--- config.mk ---
export PLATFORM = sky130hd
export DESIGN_NAME = ppim_cordic_cell
export DESIGN_NICKNAME = d
export VERILOG_FILES = /design/src/rtl/ppim_pkg.sv /design/src/rtl/ppim_cordic_cell.sv
export SDC_FILE = /design/constraint.sdc
export NUM_CORES = 1
export LEC_CHECK = 0
export CORE_MARGIN = 5
export CORE_UTILIZATION = 25
export DETAILED_ROUTE_END_ITERATION = 7
export DONT_BUFFER_PORTS = 1
export GPL_ROUTABILITY_DRIVEN = 0
export GPL_TIMING_DRIVEN = 1
export MAX_ROUTING_LAYER = met4
export PLACE_DENSITY = 0.47
export SLEW_MARGIN = 20
export SYNTH_ARGS = -nofsm -noshare
export SYNTH_HDL_FRONTEND = slang
export SYNTH_SLANG_ARGS = --single-unit
--- constraint.sdc ---
create_clock -name clk -period 7.3 [get_ports clk]
set_clock_uncertainty 0.05 [all_clocks]
set_input_delay 0.365 -clock clk [delete_from_list [all_inputs] [get_ports clk]]
set_output_delay 0.365 -clock clk [all_outputs]
set_load 0.01 [all_outputs]
--- src/rtl/ppim_pkg.sv ---
// ----------------------------------------------------------------------------
// ppim_pkg
// Shared constants, register codes, sideband type and arctangent table for
// the polar pad index mapper.
// ----------------------------------------------------------------------------
package ppim_pkg;

  localparam int COORD_BITS_DEF   = 16;
  localparam int CORDIC_STEPS_DEF = 16;
  localparam int GUARD_BITS       = 16;
  localparam int COUNT_BITS       = 9;
  localparam int RADIUS_BITS      = 16;
  localparam int PAD_BITS         = 16;
  localparam int CFG_IDX_BITS     = 2;

  // 1/K of the CORDIC gain as a 32-bit fraction
  localparam logic [31:0] INV_GAIN = 32'h9B74EDA8;
  localparam logic [31:0] HALF_TURN = 32'h8000_0000;

  localparam logic [CFG_IDX_BITS-1:0] CFG_INNER   = 2'd0;
  localparam logic [CFG_IDX_BITS-1:0] CFG_OUTER   = 2'd1;
  localparam logic [CFG_IDX_BITS-1:0] CFG_RINGS   = 2'd2;
  localparam logic [CFG_IDX_BITS-1:0] CFG_SECTORS = 2'd3;

  typedef struct packed {
    logic                      outside;
    logic [2*COUNT_BITS-1:0]   base;
  } ppim_side_t;

  // atan(2^-i) as a fraction of a turn, 32-bit
  function automatic logic [31:0] atan_turn(input int step);
    logic [31:0] v;
    case (step)
      0:  v = 32'h20000000;  1:  v = 32'h12E4051E;
      2:  v = 32'h09FB385B;  3:  v = 32'h051111D4;
      4:  v = 32'h028B0D43;  5:  v = 32'h0145D7E1;
      6:  v = 32'h00A2F61E;  7:  v = 32'h00517C55;
      8:  v = 32'h0028BE53;  9:  v = 32'h00145F2F;
      10: v = 32'h000A2F98;  11: v = 32'h000517CC;
      12: v = 32'h00028BE6;  13: v = 32'h000145F3;
      14: v = 32'h0000A2FA;  15: v = 32'h0000517D;
      16: v = 32'h000028BE;  17: v = 32'h0000145F;
      18: v = 32'h00000A30;  19: v = 32'h00000518;
      20: v = 32'h0000028C;  21: v = 32'h00000146;
      22: v = 32'h000000A3;  23: v = 32'h00000051;
      24: v = 32'h00000029;  25: v = 32'h00000014;
      26: v = 32'h0000000A;  27: v = 32'h00000005;
      28: v = 32'h00000003;  29: v = 32'h00000001;
      30: v = 32'h00000001;
      default: v = 32'h00000000;
    endcase
    return v;
  endfunction

endpackage

--- src/rtl/ppim_cordic_cell.sv ---
// ----------------------------------------------------------------------------
// ppim_cordic_cell
// One registered CORDIC vectoring micro-rotation, fixed shift per cell.
// ----------------------------------------------------------------------------
module ppim_cordic_cell #(
  parameter int XW   = 35,
  parameter int STEP = 0
) (
  input  logic                 clk,
  input  logic                 rst_n,
  input  logic                 valid_i,
  input  logic signed [XW-1:0] x_i,
  input  logic signed [XW-1:0] y_i,
  input  logic [31:0]          z_i,
  input  logic                 origin_i,
  output logic                 valid_o,
  output logic signed [XW-1:0] x_o,
  output logic signed [XW-1:0] y_o,
  output logic [31:0]          z_o,
  output logic                 origin_o
);
  import ppim_pkg::*;

  localparam logic [31:0] ATAN = atan_turn(STEP);

  logic                 valid_r;
  logic signed [XW-1:0] x_r, x_nxt, y_r, y_nxt, dx, dy;
  logic [31:0]          z_r, z_nxt;
  logic                 origin_r;

  assign dx = y_i >>> STEP;
  assign dy = x_i >>> STEP;

  always_comb begin
    if (!y_i[XW-1]) begin
      x_nxt = x_i + dx;
      y_nxt = y_i - dy;
      z_nxt = z_i + ATAN;
    end else begin
      x_nxt = x_i - dx;
      y_nxt = y_i + dy;
      z_nxt = z_i - ATAN;
    end
  end

  always_ff @(posedge clk) begin
    if (!rst_n) valid_r <= 1'b0;
    else        valid_r <= valid_i;
  end

  always_ff @(posedge clk) begin
    x_r      <= x_nxt;
    y_r      <= y_nxt;
    z_r      <= z_nxt;
    origin_r <= origin_i;
  end

  assign valid_o  = valid_r;
  assign x_o      = x_r;
  assign y_o      = y_r;
  assign z_o      = z_r;
  assign origin_o = origin_r;

endmodule

# Yosys cells after proc, flatten, opt, wreduce, memory -nomap -nowiden
# Index checks and enable logic that the tools add are counted.
# word_totals
reg_bits,104
inputBits,106
out_inout_bits,104
wordCells,13
# classes
n_addsub,5
muxes,3
# ops
operator,count
$mux 35,2
$sub 35x35->35,2
$add 35x35->35,1
$add 32x30->32 const B,1
$mux 32,1
$sub 32x30->32 const B,1

# Longest topological paths before layout
# Gate-level depths: netlist of run 1.
# logic_depth
ltp_word,2
ltp_mapped,12

# Worst setup path after synthesis of run 1
# OpenSTA, ideal clock, no wires.
# synth_path
path_type,input-to-reg
start,input x_i[0]
end,"register x_r[32], in the netlist x_o[32]"
setup_ns,0.129
arrival_time_ns,2.790
required_time_ns,7.121
path_slack_ns,4.331
path_stages,11
n_path_buf,0
path_cell_list,ha_1 -> fa_1 -> nor2b_1 -> o311ai_0 -> o21ai_0 -> a221oi_1 -> nand2_1 -> a311oi_2 -> o31ai_1 -> a32o_1 -> xnor2_1
# synth_via
elab_chain_len,2
# synth_lines
element,line,text
"start, declared",ppim_cordic_cell.sv:12,"input logic signed [XW-1:0] x_i,"
$add 35x35->35 or $sub 35x35->35 (tied branches),"ppim_cordic_cell.sv:36, ppim_cordic_cell.sv:40",
$mux 35 *,ppim_cordic_cell.sv:35,if (!y_i[XW-1]) begin
named net x_nxt[32],ppim_cordic_cell.sv:27,"logic signed [XW-1:0] x_r, x_nxt, y_r, y_nxt, dx, dy;"
"end signal, assigned",ppim_cordic_cell.sv:52,x_r <= x_nxt;
"end, declared",ppim_cordic_cell.sv:27,
# Mark *: on every way through the listed nets, which the timed path passes. The rest lies on a longest branch.
# A chain may end at the register's enable or synchronous reset.

# Final worst setup path of run 1
# layout_path
start,input x_i[0]
end,"register y_r[30], in the netlist y_o[30]"
# layout_via
elab_chain_len,2
# layout_lines
element,line,text
$sub 35x35->35 or $add 35x35->35 (tied branches),"ppim_cordic_cell.sv:37, ppim_cordic_cell.sv:41",
$mux 35 *,ppim_cordic_cell.sv:35,
named net y_nxt[30],ppim_cordic_cell.sv:27,
"end signal, assigned",ppim_cordic_cell.sv:53,y_r <= y_nxt;
"end, declared",ppim_cordic_cell.sv:27,
# Marks and branches as above.

==> results of run 1 <==
[cells in the mapped netlist (all sizes together) (5+ instances only)]
cell | number | area share, %
mux2i | 12 | 1.5
nor2 | 66 | 3.1
clkbuf | 25 | 1.2
a221oi | 5 | 0.63
a21o | 18 | 1.7
o31ai | 18 | 1.7
nor3 | 16 | 1.0
o21ai | 64 | 4.0
a21oi | 127 | 7.9
nand4 | 16 | 1.3
nand2b | 5 | 0.39
nor4 | 5 | 0.39
a211o | 5 | 0.55
ha | 102 | 16
xnor2 | 56 | 6.1
dfxtp | 103 | 26
inv | 100 | 4.7
nor2b | 20 | 1.6
a211oi | 19 | 1.8
o211ai | 9 | 0.91
xor2 | 12 | 1.3
nand3 | 13 | 0.81
nand2 | 39 | 1.8
o21bai | 29 | 2.7
clkinv | 6 | 0.28
a2111oi | 5 | 0.63
o21a | 11 | 1.0
buf | 21 | 1.4
[cells by family (layout without fill, tap and decap cells)]
group	after synthesis	after routing	share of synthesized area, %
adder cells (fa/ha/maj)	106	106	17.0
multiplexers	12	12	1.50
XOR/XNOR	68	68	7.44
AO/OA/AOI/OAI	353	353	28.4
buffers and inverters	152	153	7.52
flip-flops	103	103	25.8
AND/OR/NAND/NOR	204	204	12.4
[worst max-delay path by stage]
stage	to	from
finish	y_o[30]$_DFF_P_	x_i[0]
detailed placement	y_o[30]$_DFF_P_	x_i[0]
global route	x_o[30]$_DFF_P_	x_i[0]
CTS	y_o[30]$_DFF_P_	x_i[0]
floorplan	x_o[32]$_DFF_P_	x_i[0]
global placement	y_o[31]$_DFF_P_	x_i[16]
[sequential cells by signal (all words and copies together) (netlist names)]
name / flops
z_o: 32
y_o: 35
valid_o: 1
x_o: 34
origin_o: 1
[final cells by class]
class | count | area share [%]
clock buffers | 9 | 2.53
clock inverters | 7 | 0.968
inverters | 106 | 4.46
multi-input cells | 743 | 59.8
flip-flops and latches | 103 | 23.1
well taps | 402 | 5.64
repair buffers | 31 | 3.45
[report_power, final]
part           switching, mW  internal (mW)
Clock                  0.269          0.248
Sequential             0.109          0.667
Combinational          0.340          0.208
[metrics by stage]
step,setup WS (ns),cell area [um2]
5_1_grt,3.39,8920
6_report,3.72,8920
3_5_place_dp,3.41,8310
2_1_floorplan,4.33,8000
3_3_place_gp,3.47,8310
4_1_cts,3.76,8920
[per-layer routing]
metal  global-route usage [%]  wire length (um)
met1                     20.6             12700
met2                     23.8             12500
met3                     4.63              2570
met4                     5.63               825
met5                        -                 0
==> reports/results.txt, run 1 <==
status: finished clean
half-perimeter wire length after placement: 23000 um
cts bufs inserted: 9
Final Max Tran Viols: 0
Finished Layout Cells: 1401
Setup crit start kind: input port
Die Wd: 189 um
I/O Pins: 210
FMAX: 279 MHz
GRT Total Usage: 15.9%
Port-buffer cells: 0
Mapped Cells: 998
vias: 7241
CP max FO: 6
area of the multi-input gates: 5340 um2
Initial Util: 25.4%
initial DRC count: 600
Hold Crit Start: x_i[34]
Die ar.: 35700 um2
RSZ-0062 raised after global routing: no
Pwr Density: 206 nW/um2
post_cts resized: 0
crit path DAT: 3.77 ns
setup bufs post-CTS: 0
grt ovf: 0
Seq/Total Area, Yosys: 25.8%
post-route ant nets: 0
top_reg_cell synth: dfxtp_1
ANT cells: 0
Pre-antenna DRT Iters: 5
Yosys warnings: 0
Relative slew margins: 40.7%
library cells used by synthesis: 69
Std-Cell Rows: 65
Clock Path Buffers: 2
Fillers: 3422
max cap viols: 0
CP Class: input port to flip-flop
Util after Layout: 28.3%
WL/cell: 20.4 um
Async SR Flop Fraction: 0%
first-pass GRT wire length: 43500 um
DRT Wirelength: 28600 um
CP top delay family: compound AO/OA/AOI/OAI gates
synthesized flop and latch total: 103
Synth Cell Area: 8000 um2
post-route clock period utilization: 49.0%
VDD IR max: 0.111 mV
Hold Crit Class: input port to flip-flop
CP cell instances: ha_1 -> fa_1 -> nor2b_1 -> o311ai_0 -> o21ai_0 -> a221oi_1 -> nand2_1 -> a2111oi_0 -> mux2i_1 -> xnor2_1
CP endpoint kind: flip-flop
largest net degree at the start of global routing: 92
number of remaining DRC errors: 0
number of enable flip-flop cells after synthesis: 0
hold slack: 0.0222 ns
Fin Setup TNS: 0 ns
# setup viols final: 0
CORE AREA: 31600 um2
hold depth: 1
layout cells sized above 1: 3.40%
slowest CP cell: a2111oi_0
Min-Delay Endpoint: y_o[34]$_DFF_P_
CTS tree: done
worst-margin pin slew: 0.882 ns
min cycle time layout: 3.58 ns
chip height: 189 um
Final Hold Fails: 0
area delta synth->final: 11.5%
FF+latch area: 2060 um2
Syn Area/Cell: 8.02 um2
TritonCTS Sinks: 103
CTS H-tree lvls: 3
Crit. path cell count: 10
Pwr Total: 1.84 mW
initial antenna violation count: 0
Net Count, Synth: 1210
most common cell after layout, fill and taps aside: a21oi_1
vias in the first global route: 7254
Cell Count Post-Placement: 1355
most frequent cells in the layout: a21oi_1, dfxtp_1, ha_1
Buf/Inv on CP: 0
Root Buffer: clkbuf_16
Clock transition at path regs: 0.09 ns
Vias/cell: 5.17
CP required: 7.49 ns
CP max stage delay: 0.64 ns
fin nets: 1206
Static Leak: 3.82 nW
quantity of hold-fixing buffers added after cts: 30
Note: power is estimated with default switching activity, not from simulation.
==> run 2, diff against run 1 <==
--- a/config.mk
+++ b/config.mk
@@ -5,6 +5,7 @@
 export SDC_FILE = /design/constraint.sdc
 export NUM_CORES = 1
 export LEC_CHECK = 0
+export ABC_AREA = 1
 export CORE_MARGIN = 5
 export CORE_UTILIZATION = 25
 export DETAILED_ROUTE_END_ITERATION = 7
==> constraint.sdc (replaced) <==
create_clock -name clk -period 3.6 [get_ports clk]
set_clock_uncertainty 0.05 [all_clocks]
set_input_delay 0.18 -clock clk [delete_from_list [all_inputs] [get_ports clk]]
set_output_delay 0.18 -clock clk [all_outputs]
set_load 0.01 [all_outputs]
==> run 2 against run 1 <==
  * Synthesized cell count grew 65%
  * Sequential power up 93%
  * Sequential share of layout area down 4.5 points
  * Die area up 24%
  * Global-route usage is 2.5 points higher
  * Cell count grew 56%
  * Critical path type unchanged
==> reports/results.txt, run 2 <==
status: finished clean
Die ar.: 44300 um2 (+24%)
most frequent cells in the layout: nand2_1, inv_1, nand3_1
share of the synthesized area in the top cell type: 20.5% (-5.3 points)
CP max FO: 3 (-3)
Setup crit start kind: input port
largest area contributor in the netlist: dfxtp_1
Synth area leaders: dfxtp_1, nand2_1, ha_1
Syn Area/Cell: 6.11 um2 (-24%)
layout cells sized above 1: 5.43% (+2.0 points)
CP Class: input port to flip-flop
CP endpoint kind: flip-flop
TritonCTS Sinks: 103 (unchanged)
first-pass GRT wire length: 60700 um (+39%)
CP required: 3.79 ns (-3.70 ns)
Synth Cell Area: 10000 um2 (+26%)
Clock transition at path regs: 0.08 ns (about the same)
vias in the first global route: 10200 (+41%)
half-perimeter wire length after placement: 34100 um (+48%)
most frequent CP cell: nand2_1
Internal: 2.24 mW (+100%)
most frequent cells after synthesis: nand2_1, inv_1, nand3_1, a21oi_1, nor2_1
worst-margin pin slew: 0.898 ns (+0.0160 ns)
library cells used by synthesis: 44 (-36%)
Vias/cell: 4.72 (-8.8%)
cts bufs inserted: 9 (unchanged)
Net Count, Synth: 1857 (+53%)
post_cts resized: 0 (unchanged)
FMAX: 401 MHz
Buf/Inv on CP: 1 (+1)
power share of the combinational group: 36.5% (+6.7 points)
grt ovf: 0 (unchanged)
Flop pwr share: 37.9% (-4.2 points)
RSZ-0062 raised after global routing: no
Std-Cell Rows: 73 (+12%)
most frequent cell after synthesis: nand2_1
Initial Util: 25.3% (-0.062 points)
Pwr Total: 3.96 mW (+110%)
Final Hold Fails: 0 (unchanged)
Port-buffer cells: 0 (unchanged)
Pwr Density: 358 nW/um2 (+73%)
synthesized flop and latch total: 103 (unchanged)
post-route clock period utilization: 69.2%
clock share of power: 25.6% (-2.5 points)
chip height: 210 um (+11%)
number of enable flip-flop cells after synthesis: 0 (unchanged)
CP max stage delay: 0.55 ns (-0.09 ns)
Yosys warnings: 0 (unchanged)
vias: 10300 (+42%)
CP cell instances: dlygate4sd3_1 -> ha_1 -> fa_1 -> o21bai_1 -> nand2_1 -> nand2_1 -> nand2_1 -> nand2_1 -> nand2_1 -> nand2_1 -> nand2_1 -> nand3_1 -> nand2_1
area delta synth->final: 10.0%
P_sw: 1.71 mW (+140%)
max reg flops: 35 (unchanged)
ANT cells: 0 (unchanged)
most common cell after layout, fill and taps aside: nand2_1
slowest CP cell: dlygate4sd3_1
fin nets: 1863 (+54%)
max cap viols: 0 (unchanged)
CTS H-tree lvls: 3 (unchanged)
Relative slew margins: 40.1% (-0.62 points)
number of remaining DRC errors: 0 (unchanged)
Fin Setup TNS: 0 ns (unchanged)
WL/cell: 18.6 um (-8.9%)
CTS tree: done
min cycle time layout: 2.49 ns
Pre-antenna DRT Iters: 5 (unchanged)
GRT Total Usage: 18.4% (+2.5 points)
Mapped Cells: 1645 (+65%)
Static Leak: 5.71 nW (+50%)
CP top delay family: simple AND/OR/NAND/NOR gates
Root Buffer: clkbuf_16
post-route ant nets: 0 (unchanged)
initial DRC count: 852 (+42%)
CORE AREA: 39700 um2 (+26%)
Final Max Tran Viols: 0 (unchanged)
Hold Crit Class: input port to flip-flop
Switching Fraction: 43.3% (+4.3 points)
Clock Path Buffers: 2 (unchanged)
Seq/Total Area, Yosys: 20.5% (-5.3 points)
initial antenna violation count: 0 (unchanged)
crit path DAT: 2.69 ns (-1.08 ns)
largest net degree at the start of global routing: 62 (-33%)
top_reg_cell synth: dfxtp_1
I/O Pins: 210 (unchanged)
Die Wd: 210 um (+11%)
Async SR Flop Fraction: 0% (unchanged)
DRT Wirelength: 40600 um (+42%)
VDD IR max: 0.184 mV (+66%)
# setup viols final: 0 (unchanged)
==> run 2: final timing paths <==
path	endpoint	depth (start not counted)	from	slack, ns
worst min-delay path	z_o[30]$_DFF_P_	3	z_i[30]	0.02
worst max-delay path	x_o[24]$_DFF_P_	13	y_i[0]	1.11
==> run 2: logic make-up after synthesis <==
logic type / synth area share, %
adder cells (fa/ha/maj): 13.5
flip-flops: 20.5
buffers and inverters: 13.8
XOR/XNOR: 2.70
AO/OA/AOI/OAI: 13.2
multiplexers: 0.0996
AND/OR/NAND/NOR: 36.2
==> run 2: layout make-up <==
type | count | area [um2]
clock buffers | 9 | 225
clock inverters | 7 | 55.1
fillers | 4437 | 28700
inverters | 273 | 1020
multi-input cells | 1222 | 6600
flip-flops and latches | 103 | 2060
well taps | 525 | 657
repair buffers | 42 | 430
==> run 2: power groups by stage <==
stage          sequential (mW)  combinational [mW]  clock, mW
2_1_floorplan             1.46                1.04          0
3_3_place_gp              1.54                1.37          0
3_5_place_dp              1.54                1.37          0
4_1_cts                   1.51                1.43       1.07
5_1_grt                   1.52                1.62       1.09
6_report                  1.50                1.44       1.01
==> run 2: routing by layer <==
metal / up-vias / part of all wire [%] / GRT usage [%]
li1: 5164 / - / -
met1: 4720 / 42 / 22.0
met2: 331 / 47 / 30.5
met3: 69 / 6.9 / 3.60
met4: 0 / 3.9 / 7.47
met5: - / 0 / -
==> run 2: what timing repair did <==
item,4_1_cts,5_1_grt
hold buffers,38,1
endpoints found under the hold margin,85,1
buffers inserted,0,0
==> run 2: through the flow <==
stage	std cells	cell area, um2	setup slack (ns)	utilization, %	hold WS (ns)
after CTS	2180	11000	1.14	27.8	0.00577
after floorplan	1645	10000	1.82	-	0.158
final	2181	11100	1.11	27.8	0.0216
after global placement	2126	10400	1.22	26.1	0.158
after detailed placement	2126	10400	1.19	26.1	0.158
after global routing	2181	11100	0.981	27.8	0.0423
