$ cat src/rtl/ppim_pkg.sv
// ----------------------------------------------------------------------------
// ppim_pkg
// Shared constants, register codes, sideband type and arctangent table for
// the polar pad index mapper.
// ----------------------------------------------------------------------------
package ppim_pkg;

  localparam int COORD_BITS_DEF   = 16;
  localparam int CORDIC_STEPS_DEF = 16;
  localparam int GUARD_BITS       = 16;
  localparam int COUNT_BITS       = 9;
  localparam int RADIUS_BITS      = 16;
  localparam int PAD_BITS         = 16;
  localparam int CFG_IDX_BITS     = 2;

  // 1/K of the CORDIC gain as a 32-bit fraction
  localparam logic [31:0] INV_GAIN = 32'h9B74EDA8;
  localparam logic [31:0] HALF_TURN = 32'h8000_0000;

  localparam logic [CFG_IDX_BITS-1:0] CFG_INNER   = 2'd0;
  localparam logic [CFG_IDX_BITS-1:0] CFG_OUTER   = 2'd1;
  localparam logic [CFG_IDX_BITS-1:0] CFG_RINGS   = 2'd2;
  localparam logic [CFG_IDX_BITS-1:0] CFG_SECTORS = 2'd3;

  typedef struct packed {
    logic                      outside;
    logic [2*COUNT_BITS-1:0]   base;
  } ppim_side_t;

  // atan(2^-i) as a fraction of a turn, 32-bit
  function automatic logic [31:0] atan_turn(input int step);
    logic [31:0] v;
    case (step)
      0:  v = 32'h20000000;  1:  v = 32'h12E4051E;
      2:  v = 32'h09FB385B;  3:  v = 32'h051111D4;
      4:  v = 32'h028B0D43;  5:  v = 32'h0145D7E1;
      6:  v = 32'h00A2F61E;  7:  v = 32'h00517C55;
      8:  v = 32'h0028BE53;  9:  v = 32'h00145F2F;
      10: v = 32'h000A2F98;  11: v = 32'h000517CC;
      12: v = 32'h00028BE6;  13: v = 32'h000145F3;
      14: v = 32'h0000A2FA;  15: v = 32'h0000517D;
      16: v = 32'h000028BE;  17: v = 32'h0000145F;
      18: v = 32'h00000A30;  19: v = 32'h00000518;
      20: v = 32'h0000028C;  21: v = 32'h00000146;
      22: v = 32'h000000A3;  23: v = 32'h00000051;
      24: v = 32'h00000029;  25: v = 32'h00000014;
      26: v = 32'h0000000A;  27: v = 32'h00000005;
      28: v = 32'h00000003;  29: v = 32'h00000001;
      30: v = 32'h00000001;
      default: v = 32'h00000000;
    endcase
    return v;
  endfunction

endpackage

$ cat src/rtl/ppim_div_cell.sv
// ----------------------------------------------------------------------------
// ppim_div_cell
// One registered restoring-division step that resolves one quotient bit.
// ----------------------------------------------------------------------------
module ppim_div_cell #(
  parameter int NW    = 41,
  parameter int SHIFT = 0
) (
  input  logic                          clk,
  input  logic                          rst_n,
  input  logic                          valid_i,
  input  logic [NW-1:0]                 rem_i,
  input  logic [31:0]                   den_i,
  input  logic [ppim_pkg::COUNT_BITS-1:0] q_i,
  input  ppim_pkg::ppim_side_t          side_i,
  output logic                          valid_o,
  output logic [NW-1:0]                 rem_o,
  output logic [31:0]                   den_o,
  output logic [ppim_pkg::COUNT_BITS-1:0] q_o,
  output ppim_pkg::ppim_side_t          side_o
);
  import ppim_pkg::*;

  logic                  valid_r;
  logic [NW-1:0]         rem_r, rem_nxt, dsh;
  logic [31:0]           den_r;
  logic [COUNT_BITS-1:0] q_r, q_nxt;
  ppim_side_t            side_r;

  assign dsh = NW'(den_i) << SHIFT;

  always_comb begin
    rem_nxt = rem_i;
    q_nxt   = q_i;
    if (rem_i >= dsh) begin
      rem_nxt = rem_i - dsh;
      q_nxt   = q_i | (COUNT_BITS'(1) << SHIFT);
    end
  end

  always_ff @(posedge clk) begin
    if (!rst_n) valid_r <= 1'b0;
    else        valid_r <= valid_i;
  end

  always_ff @(posedge clk) begin
    rem_r  <= rem_nxt;
    den_r  <= den_i;
    q_r    <= q_nxt;
    side_r <= side_i;
  end

  assign valid_o = valid_r;
  assign rem_o   = rem_r;
  assign den_o   = den_r;
  assign q_o     = q_r;
  assign side_o  = side_r;

endmodule
$ cat config.mk
export PLATFORM = sky130hd
export DESIGN_NAME = ppim_div_cell
export DESIGN_NICKNAME = d
export VERILOG_FILES = /design/src/rtl/ppim_pkg.sv /design/src/rtl/ppim_div_cell.sv
export SDC_FILE = /design/constraint.sdc
export NUM_CORES = 1
export LEC_CHECK = 0
export ABC_AREA = 0
export ABC_CLOCK_PERIOD_IN_PS = 3000
export BUFFER_PORTS_ARGS = -buffer_cell sky130_fd_sc_hd__buf_2
export CAP_MARGIN = 10
export CORE_ASPECT_RATIO = 0.6
export CORE_UTILIZATION = 38
export DETAILED_ROUTE_END_ITERATION = 16
export GPL_TIMING_DRIVEN = 0
export PLACE_DENSITY_LB_ADDON = 0.15
export SETUP_SLACK_MARGIN = 0.2
export SYNTH_ARGS = -nofsm -noshare
export SYNTH_HDL_FRONTEND = slang
export SYNTH_SLANG_ARGS = --single-unit
$ cat constraint.sdc
create_clock -name clk -period 3 [get_ports clk]
set_input_delay 0.3 -clock clk [delete_from_list [all_inputs] [get_ports clk]]
set_output_delay 0.3 -clock clk [all_outputs]
set_load 0.02 [all_outputs]
=== Word level (Yosys, flattened, before mapping) ===
Cells that the tools add are included.
Widths: inputs -> output; s select.

* Flip-flop bits (word level): 102
* Bits of input ports: 104
* Output and inout bits: 102
* Logic and storage cells: 10

* Add/sub/neg operators: 1
* Order comparisons: 1
* Multiplexer cells: 1

{| class="wikitable"
|+ Operators by type and width
! cell !! count
|-
| $ge 41x32->1 || 1
|-
| $mux 41 || 1
|-
| $sub 41x32->41 || 1
|}

=== Depth between registers and ports, before layout ===
Gate-level depths: netlist of run 1.

* Depth in word-level cells: 2
* Mapped depth: 13
* Mapped depth without buffers: 11

=== Worst setup path after synthesis of run 1 ===
OpenSTA, ideal clock, no wires.

* Path type: input-to-reg
* Start: in den_i[5]
* End: reg rem_r[36] (netlist: rem_o[36])
* Setup time: 0.072 ns
* Arrival time: 2.378 ns
* Data required time: 2.928 ns
* Setup slack: 0.551 ns
* Cell stages on the path: 9
* Path buffers: 0
* Cell sequence: inv_1 -> ha_1 -> a21o_1 -> or3_1 -> o211a_1 -> o211a_1 -> o41ai_4 -> nor4b_4 -> xor2_1

* Word-level cells in the longest chain between the ends: 2
* Elaborated cells between the ends (all ways): 3
* Those cells by class: add/sub: 1; order compare: 1; mux: 1

{| class="wikitable"
|+ Ends and longest elaborated chain
! element !! RTL line !! source
|-
| start: declaration || ppim_div_cell.sv:13 || <nowiki>input logic [31:0] den_i,</nowiki>
|-
| $sub 41x32->41 or $ge 41x32->1 (tied branches) || ppim_div_cell.sv:36, ppim_div_cell.sv:35 ||
|-
| $mux 41 (*) || ppim_div_cell.sv:35 || <nowiki>if (rem_i >= dsh) begin</nowiki>
|-
| via rem_nxt[36] || ppim_div_cell.sv:25 || <nowiki>logic [NW-1:0] rem_r, rem_nxt, dsh;</nowiki>
|-
| end signal: assignment || ppim_div_cell.sv:47 || <nowiki>rem_r <= rem_nxt;</nowiki>
|-
| end: declaration || ppim_div_cell.sv:25 ||
|}

Mark *: on every way through the listed nets, which the timed path passes. The rest lies on a longest branch.
A chain may end at the register's enable or synchronous reset.

=== Worst setup path in the final report of run 1 ===
* Start: in rem_i[5]
* End: reg rem_r[20] (netlist: rem_o[20])

* Word-level cells in the longest chain between the ends: 2
* Elaborated cells between the ends (all ways): 3
* Those cells by class: add/sub: 1; order compare: 1; mux: 1

{| class="wikitable"
|+ Ends and longest elaborated chain
! element !! RTL line !! source
|-
| start: declaration || ppim_div_cell.sv:12 || <nowiki>input logic [NW-1:0] rem_i,</nowiki>
|-
| $sub 41x32->41 or $ge 41x32->1 (tied branches) || ppim_div_cell.sv:36, ppim_div_cell.sv:35 ||
|-
| $mux 41 (*) || ppim_div_cell.sv:35 ||
|-
| via rem_nxt[20] || ppim_div_cell.sv:25 ||
|}

Marks and branches as above.

==> results of run 1 <==
==> per-layer routing <==
| layer | global-route usage | part of all wire | vias up |
|---|---|---|---|
| met2 | 0.271 | 0.39 | 177 |
| met1 | 0.300 | 0.51 | 1969 |
| li1 | - | - | 2247 |
| met3 | 0.0557 | 0.087 | 16 |
| met5 | 0 | 0 | - |
| met4 | 0.0578 | 0.011 | 0 |
==> sequential cells by signal (all words and copies together) (netlist names) <==
signal,count
den_o,32
q_o,9
rem_o,41
side_o,19
valid_o,1
==> synthesized netlist by cell type, drive strengths merged (8+ instances only) <==
cell type,number
clkbuf,8
a21oi,32
a21o,12
xnor2,13
ha,32
inv,42
dfxtp,102
buf,11
xor2,22
nand4,10
nor3,8
nor2,25
o21ai,56
nand2,61
==> logic make-up (layout without fill, tap and decap cells) <==
logic type | Yosys count | count (layout) | synth area share
xor gates and xnor gates | 35 | 35 | 0.0644
buffers and inverters | 61 | 282 | 0.0610
DFF | 102 | 102 | 0.429
AOI/OAI and AO/OA | 143 | 143 | 0.193
and+or+nand+nor | 149 | 149 | 0.164
adders and majority gates | 33 | 33 | 0.0883
==> cells in the final DEF (no fill, tap or decap), types with 6 or more instances in the layout <==
master and instances:
ha_1 32, o21ai_0 45, nor3_1 6, nand2_1 61, inv_1 42, o21ai_1 10
nand4_1 10, xnor2_1 13, dfxtp_1 102, a21oi_1 31, nor2_1 24, clkbuf_16 9
a21o_1 11, xor2_1 22, buf_2 210, o21bai_1 6
==> area by class of cell <==
| cell class | count | area share |
|---|---|---|
| Buffer | 19 | 0.0210 |
| Tap cell | 165 | 0.0326 |
| Inverter | 42 | 0.0249 |
| Timing Repair Buffer | 205 | 0.162 |
| Multi-Input combinational cell | 360 | 0.386 |
| Clock inverter | 6 | 0.0127 |
| Sequential cell | 102 | 0.323 |
| Clock buffer | 10 | 0.0378 |
==> worst max-delay path, delay by kind of cell <==
family,cells,cell delay [ns]
compound gates,6,1.61
fa+ha+maj,1,0.39
simple gates,1,0.34
xor+xnor,1,0.17
buf+inv,1,0.11
==> worst paths after layout <==
kind                       from         to  slack, ns  cells past startpoint
worst min-delay path  side_i[7]  side_o[7]       0.04                      1
worst max-delay path   rem_i[5]  rem_o[20]       0.35                     10
==> power breakdown <==
group / leakage [nW] / internal (mW) / switching [mW]
combinational: 2.05 / 0.363 / 0.602
sequential: 0.860 / 1.50 / 0.0330
clock: 0.158 / 0.686 / 0.546
==> results by group, run 1 <==
Synth
  • Asr flop ratio synth: 0
  • Yosys warning count: 0
  • Synth top area share: 0.429
  • Sequential share of the synthesized area: 0.429
  • Syn nets: 660
  • Mapped Avg Cell Area: 9.10 sq um
  • Number of flops mapped to enable cells by yosys: 0
  • Synth unique cells: 61
  • Ys flop type: dfxtp_1
  • Post-synthesis register bit count: 102
  • Synth area leaders: dfxtp_1 (43%), ha_1 (8.4%), o21ai_0 (4.8%), nand2_1 (4.8%), xor2_1 (4.0%)
  • Syn Inst Count: 523
  • Mapped cell area: 4760 sq um
  • Cell taking the most area after synthesis: dfxtp_1

Clock tree
  • TritonCTS buffer count: 9
  • Root Driver: clkbuf_16
  • H-tree levels: 3
  • Hold_buf cts: 0
  • Number of gates resized after cts: 0
  • Max clock buf depth: 2
  • Clock slew seen by the registers of the worst setup and hold paths: 0.08 ns
  • CTS tree: built
  • Sink Count: 102
  • Setup bufs post-CTS: 0

Power and ir drop
  • Leakage power: 3.07 nW
  • Pwr per Cell Area: 590 nW/um^2
  • Total power: 3.73 mW
  • Worst vdd ir: 0.000327 V

Outcome
  • Status: complete, no violations

Drt
  • Vias: 4409
  • WL per Instance: 14.5 um
  • Vias per cell: 4.85
  • First-pass DRT Iterations: 5
  • Antenna Nets Post-Route: 0
  • # DRC: 0
  • Total Wirelength: 13.2 mm
  • Initial DRC Count: 211

Floorplanning
  • I/O Pins: 206
  • Die area: 13000 sq um
  • Area of the core: 12100 sq um
  • DIE HEIGHT: 88.7 um
  • Die width: 146 um
  • Initial core utilization: 0.392
  • Std cell rows: 31

Global route
  • Vias in the first global route: 3922
  • First-pass GRT wire length: 20.1 mm
  • Initial antenna violation count: 0
  • Largest net degree at the start of global routing: 19
  • Tot GR Track Use: 0.200
  • Overflow left after global routing: 0

Finish
  • Fill cell count: 1196
  • Layout Nets: 876
  • Diode count: 0
  • Final cell count without fillers: 909
  • Design Area, Final: 6320 sq um
  • Util after Layout: 0.521
  • Area Overhead vs Synth: 32.9%
  • Layout cells sized above 1: 0.347
  • Multi-input logic area: 2440 sq um
  • Reg area: 2040 sq um

Timing
  • Fmax: 378 MHz
  • Pins Over Slew Limit: 0
  • Tmin final: 2.65 ns
  • Fin crit share: 0.882
  • Final setup violation count: 0
  • Worst Tran Pin Value: 0.553 ns
  • Fin Setup TNS: 0 ns
  • Hold_ws: 0.0381 ns
  • RSZ-0062 raised after global routing: false
  • Slew Limit Headroom: 0.626
  • Hold Vio Cnt, Final: 0
  • Final worst slack: 0.353 ns

Placement
  • Area after DPL: 5990 sq um
  • GPL Wtd Cong: 0.868
  • HPWL Detailed: 10.6 mm
  • IO Port Bufs: 205
  • Placed insts: 893
  • Worst slack, placed: -0.130 ns

Flow run
  • Total of max-cap violations: 0

Critical path
  • Slowest cell on the critical path: o41ai_1
  • Worst EP required: 3.27 ns
  • WP data arrival: 2.92 ns
  • CP max stage delay: 0.56 ns
  • Crit path cell chain: buf_2 > ha_1 > a21o_1 > or3_1 > o211ai_1 > a21boi_2 > o41ai_1 > o21ai_0 > xnor2_1 > o21ai_0
  • Setup crit start kind: input port
  • Most frequent CP cell: o21ai_0
  • CP Class: in -> reg
  • Max FO, Critical Path: 6
  • CP endpoint kind: flop

Worst hold path
  • Hold Path Class: in -> reg
(Power assumes the default switching activity.)
==> run 2, diff against run 1 <==
--- a/config.mk
+++ b/config.mk
@@ -6,11 +6,13 @@
 export NUM_CORES = 1
 export LEC_CHECK = 0
 export ABC_AREA = 0
-export ABC_CLOCK_PERIOD_IN_PS = 3000
+export ABC_CLOCK_PERIOD_IN_PS = 2300
 export BUFFER_PORTS_ARGS = -buffer_cell sky130_fd_sc_hd__buf_2
 export CAP_MARGIN = 10
+export CELL_PAD_IN_SITES_DETAIL_PLACEMENT = 1
+export CELL_PAD_IN_SITES_GLOBAL_PLACEMENT = 2
 export CORE_ASPECT_RATIO = 0.6
-export CORE_UTILIZATION = 38
+export CORE_UTILIZATION = 24
 export DETAILED_ROUTE_END_ITERATION = 16
 export GPL_TIMING_DRIVEN = 0
 export PLACE_DENSITY_LB_ADDON = 0.15
==> constraint.sdc (replaced) <==
create_clock -name clk -period 2.3 [get_ports clk]
set_input_delay 0.23 -clock clk [delete_from_list [all_inputs] [get_ports clk]]
set_output_delay 0.23 -clock clk [all_outputs]
set_load 0.02 [all_outputs]
==> run 2 against run 1 <==
- combinational power is 79% higher
- critical path type unchanged
- cell area increased by 32%
- via count up 12%
==> results by group, run 2 (synthesized netlist as in run 1, its figures left out) <==
Placement
  • GPL Wtd Cong: 0.803
  • HPWL Detailed: 13.3 mm
  • Worst slack, placed: -0.719 ns
  • Placed insts: 994
  • IO Port Bufs: 205

Critical path
  • Crit path cell chain: buf_2 > inv_1 > ha_4 > nand2_4 > o211ai_1 > o311ai_4 > or3_4 > o21ai_4 > nor2_8 > buf_12 > buf_12 > nor3b_4 > xor2_1
  • CP endpoint kind: flop
  • CP top delay family: simple AND/OR/NAND/NOR gates
  • CP Class: in -> reg
  • Worst path bufs/invs: 4
  • Worst EP required: 2.59 ns
  • CP max stage delay: 0.36 ns
  • Max FO, Critical Path: 8
  • WP data arrival: 2.54 ns
  • Most frequent CP cell: buf_12
  • Slowest cell on the critical path: or3_4
  • Setup crit start kind: input port

Floorplanning
  • Die width: 184 um
  • Initial core utilization: 0.248
  • Die area: 20400 sq um
  • Std cell rows: 39
  • Area of the core: 19200 sq um
  • DIE HEIGHT: 111 um
  • I/O Pins: 206

Clock tree
  • Sink Count: 102
  • Max clock buf depth: 2
  • TritonCTS buffer count: 9
  • CTS tree: built
  • Root Driver: clkbuf_16
  • Clock slew seen by the registers of the worst setup and hold paths: 0.07 ns
  • H-tree levels: 3

Timing
  • Hold Vio Cnt, Final: 0
  • Fmax: 444 MHz
  • Pins Over Slew Limit: 0
  • RSZ-0062 raised after global routing: true
  • Fin crit share: 0.979
  • Tmin final: 2.25 ns
  • Worst Tran Pin Value: 0.481 ns
  • Hold_ws: 0.0459 ns
  • Final worst slack: 0.0475 ns
  • Slew Limit Headroom: 0.671
  • Fin Setup TNS: 0 ns
  • Final setup violation count: 0

Drt
  • # DRC: 0
  • Vias: 4945
  • Initial DRC Count: 241
  • WL per Instance: 16.6 um
  • Total Wirelength: 18.3 mm
  • First-pass DRT Iterations: 4
  • Antenna Nets Post-Route: 0
  • Vias per cell: 4.46

Finish
  • Layout cells sized above 1: 0.487
  • Final cell count without fillers: 1108
  • Layout Nets: 974
  • Commonest cells after routing, fill and taps aside: buf_2 (198), dfxtp_1 (102), dlygate4sd3_1 (58), nand2_1 (42), buf_4 (35)
  • Fill cell count: 2232
  • Area Overhead vs Synth: 75.1%
  • Most common cell after layout, fill and taps aside: buf_2
  • Diode count: 0
  • Max reg flops: 41

Global route
  • Overflow left after global routing: 0
  • Largest net degree at the start of global routing: 17
  • Vias in the first global route: 5128
  • Initial antenna violation count: 0
  • First-pass GRT wire length: 28.2 mm
  • Tot GR Track Use: 0.181

Worst hold path
  • Hold Crit Start: den_i[15]
  • Hold depth: 1
  • Hold Path Class: in -> reg
  • Hold Path Sink: den_o[15]

Outcome
  • Status: complete, no violations

Power and ir drop
  • Worst vdd ir: 0.000340 V
  • Pwr per Cell Area: 619 nW/um^2
  • Total power: 5.16 mW
  • Leakage power: 3.75 nW

Flow run
  • Total of max-cap violations: 0
[run 2: cell types whose count changed in the layout (fill, tap and decap cells not counted), moves of 19 or more]
cell | previous run | this run
buf_4 | 1 | 35
dlygate4sd3_1 | 0 | 58
ha_1 | 32 | 7
ha_4 | 0 | 21
nand2_1 | 61 | 42
o21ai_0 | 45 | 14
[run 2: layout make-up]
cell class                 count  area, sq um  share of cell area
timing repair buffer         303         2060               0.248
multi-input combinational    360         3230               0.388
inverter                      42          175              0.0210
sequential                   102         2040               0.245
tap                          266          333              0.0399
clock buffer                  11          233              0.0279
clock inverter                 5         35.0             0.00420
buffer                        19          220              0.0264
[run 2: report_power, final]
group,internal (mW),switching [mW]
combinational,0.753,0.975
sequential,1.96,0.0467
clock,0.737,0.688
[run 2: stage by stage]
step	utilization	cell area (sq um)
2_1_floorplan	-	4990
3_3_place_gp	0.330	6350
3_5_place_dp	0.330	6350
4_1_cts	0.410	7880
5_1_grt	0.433	8330
6_report	0.433	8330
[run 2: worst max path at each step]
stage / from / endpoint / slack (ns) / cells past startpoint
final: den_i[20] / rem_o[32] / 0.05 / 13
after global routing: den_i[21] / rem_o[32] / 0.002 / 13
after CTS: den_i[5] / rem_o[36] / 0.07 / 10
after detailed placement: rem_i[0] / rem_o[28] / -0.72 / 12
after global placement: rem_i[0] / rem_o[28] / -0.69 / 12
after floorplan: den_i[15] / rem_o[32] / -0.0008 / 12
[run 2: metal layers]
| metal | wire length (um) | global-route usage |
|---|---|---|
| met1 | 9590 | 0.270 |
| met2 | 7500 | 0.252 |
| met3 | 1100 | 0.0516 |
| met4 | 160 | 0.0406 |
| met5 | 0 | 0 |
[run 2: repair_timing]
item	CTS	global route
gates resized for setup	91	89
cloned	3	0
hold buffers	58	0
endpoints found under the hold margin	58	0
pin swaps	38	36
setup endpoints to repair	40	41
setup buffers	26	11
==> run 3, diff against run 2 <==
--- a/config.mk
+++ b/config.mk
@@ -5,14 +5,14 @@
 export SDC_FILE = /design/constraint.sdc
 export NUM_CORES = 1
 export LEC_CHECK = 0
-export ABC_AREA = 0
+export ABC_AREA = 1
 export ABC_CLOCK_PERIOD_IN_PS = 2300
 export BUFFER_PORTS_ARGS = -buffer_cell sky130_fd_sc_hd__buf_2
 export CAP_MARGIN = 10
 export CELL_PAD_IN_SITES_DETAIL_PLACEMENT = 1
 export CELL_PAD_IN_SITES_GLOBAL_PLACEMENT = 2
 export CORE_ASPECT_RATIO = 0.6
-export CORE_UTILIZATION = 24
+export CORE_UTILIZATION = 23
 export DETAILED_ROUTE_END_ITERATION = 16
 export GPL_TIMING_DRIVEN = 0
 export PLACE_DENSITY_LB_ADDON = 0.15
==> run 3 against run 2 <==
- total power is 1.9% lower
- fmax is 10% higher
- non-clock buffer count is 49 lower
- cell area is 0.92% lower
- synthesized cell count is 80% higher
- via count is 28% higher
- die area is 29% higher
- utilization is 9.9 points lower
- flip-flop and latch count stayed put
- final cell count is 39% higher
==> results by group, run 3 <==
Clock tree
  • CTS tree: built
  • TritonCTS buffer count: 9
  • H-tree levels: 3
  • Sink Count: 102
  • Max clock buf depth: 2
  • Clock slew seen by the registers of the worst setup and hold paths: 0.07 ns
  • Root Driver: clkbuf_16

Synth
  • Asr flop ratio synth: 0
  • Mapped cell area: 5890 sq um
  • Simple-gate area share of the yosys netlist: 0.384
  • Ys flop type: dfxtp_1
  • Mux share of post-synthesis cell area: 0
  • Synth top cells by count: nand2_1 (411), inv_1 (192), dfxtp_1 (102), nor2_1 (62), nand3_1 (33)
  • Adder-cell share of the synthesized area: 0.0714
  • Mapped Avg Cell Area: 6.27 sq um
  • Cell taking the most area after synthesis: dfxtp_1
  • Number of flops mapped to enable cells by yosys: 0
  • Synth Area in Compound Gates: 0.0344
  • Syn nets: 1076
  • Synth top area share: 0.347
  • Sequential share of the synthesized area: 0.347
  • Syn Inst Count: 939
  • Largest family of logic cells by synthesized area: simple AND/OR/NAND/NOR gates
  • Synth area leaders: dfxtp_1 (35%), nand2_1 (26%), inv_1 (12%), ha_1 (6.8%), nor2_1 (4.0%)
  • Yosys warning count: 0
  • Post-synthesis register bit count: 102
  • Post-synthesis xor/xnor area fraction: 0.0253
  • Synth unique cells: 27
  • Count leader, synth: nand2_1

Floorplanning
  • Die width: 209 um
  • Die area: 26300 sq um
  • I/O Pins: 206
  • Area of the core: 24700 sq um
  • Std cell rows: 44
  • DIE HEIGHT: 126 um
  • Initial core utilization: 0.239

Power and ir drop
  • Sw Ratio: 0.360
  • Pint: 3.24 mW
  • Sequential power share: 0.393
  • Switching pwr: 1.82 mW
  • Worst vdd ir: 0.000334 V
  • Leakage power: 4.77 nW
  • Pwr per Cell Area: 613 nW/um^2
  • Comb pwr share: 0.308
  • Total power: 5.06 mW
  • Clock power share: 0.298

Drt
  • Antenna Nets Post-Route: 0
  • Total Wirelength: 23.8 mm
  • WL per Instance: 15.5 um
  • Initial DRC Count: 271
  • # DRC: 0
  • Vias per cell: 4.09
  • Vias: 6310
  • First-pass DRT Iterations: 4

Flow run
  • Total of max-cap violations: 0

Timing
  • Worst Tran Pin Value: 0.608 ns
  • Fin Setup TNS: 0 ns
  • Final setup violation count: 0
  • Fmax: 489 MHz
  • Pins Over Slew Limit: 0
  • Slew Limit Headroom: 0.594
  • RSZ-0062 raised after global routing: false
  • Fin crit share: 0.889
  • Tmin final: 2.04 ns
  • Hold Vio Cnt, Final: 0

Outcome
  • Status: complete, no violations

Finish
  • Max reg flops: 41
  • Diode count: 0
  • Layout cells sized above 1: 0.229
  • Util after Layout: 0.335
  • Most common cell after layout, fill and taps aside: nand2_1
  • Area Overhead vs Synth: 40.3%
  • Layout Nets: 1353
  • Commonest cells after routing, fill and taps aside: nand2_1 (406), buf_2 (205), inv_1 (192), dfxtp_1 (102)

Placement
  • HPWL Detailed: 20.0 mm
  • GPL Wtd Cong: 0.832
  • IO Port Bufs: 205

Critical path
  • WP data arrival: 2.33 ns
  • Worst EP required: 2.59 ns
  • Setup crit start kind: input port
  • Max FO, Critical Path: 5
  • CP endpoint kind: flop
  • CP Class: in -> reg

Global route
  • Initial antenna violation count: 0
  • Vias in the first global route: 6235
  • Tot GR Track Use: 0.188
  • Overflow left after global routing: 0
  • First-pass GRT wire length: 36.5 mm
  • Largest net degree at the start of global routing: 19

Worst hold path
  • Hold Path Class: in -> reg
run 3: cell count changes after synthesis, sizes merged, moves of 6 or more:
cell	previous run	this run
nand2	61	429
clkbuf	8	0
xor2	22	16
a21o	12	0
or3	7	0
o21ai	56	3
nand3	4	36
xnor2	13	1
inv	42	195
nor2	25	66
run 3: final timing paths:
check | to | from | slack (ns) | cells past startpoint
worst max-delay path | rem_o[32] | rem_i[23] | 0.26 | 14
worst min-delay path | q_o[0] | q_i[0] | 0.03 | 3
run 3: final cells by class:
cell class                      instances  area, sq um
Clock buffer                            9          225
Tap cell                              322          403
Fill cell                            3236        16400
Inverter                              195          732
Sequential cell                       102         2040
Multi-Input combinational cell        635         3080
Clock inverter                          6         53.8
Timing Repair Buffer                  266         1640
Buffer                                  7         78.8
run 3: cell families after synthesis:
kind of cell    Yosys count
simple gates            554
fa+ha+maj                33
compound gates           31
flops                   102
buf+inv                 202
xor+xnor                 17
run 3: metal layers:
layer,GRT usage,routed length (um),up-vias
met5,0,0,-
met4,0.0458,234,0
met3,0.0414,1350,13
met2,0.238,8490,125
met1,0.305,13800,2850
li1,-,-,3322
run 3: worst max-delay path, cell delays in order:
cell and delay [ns]:
buf_2 0.11, ha_1 0.38, nand2_1 0.11, nand2_1 0.14, inv_1 0.09, nand2_1 0.13, a21oi_1 0.51, nor2_1 0.16
nor2_1 0.19, nand2_1 0.07, nand2_1 0.06, nand2_1 0.06, nand2_1 0.06, inv_1 0.04
run 3: metrics by stage:
step                      hold slack, ns  cell area, sq um  std cells  setup slack, ns
after floorplan                    0.258              5890        939            0.453
after global placement             0.333              7310       1466           -0.359
after detailed placement           0.334              7310       1466           -0.344
after CTS                        0.00615              8190       1540            0.203
after global routing              0.0261              8260       1542            0.195
final                             0.0261              8260       1542            0.256
run 3: what timing repair did:
item / CTS / global route
hold buffers: 59 / 0
hold endpoints to repair: 59 / 0
endpoints found under the setup margin: 4 / 41
buffers inserted: 0 / 2
gates resized for setup: 3 / 9
pin swaps: 0 / 1
run 3: power groups by stage:
stage                     clock network [mW]  logic, mW  registers (mW)
after floorplan                            0      0.660            2.28
after global placement                     0       1.48            2.03
after detailed placement                   0       1.48            2.03
after CTS                               1.60       1.57            1.99
after global routing                    1.68       1.74            2.01
final                                   1.51       1.56            1.99
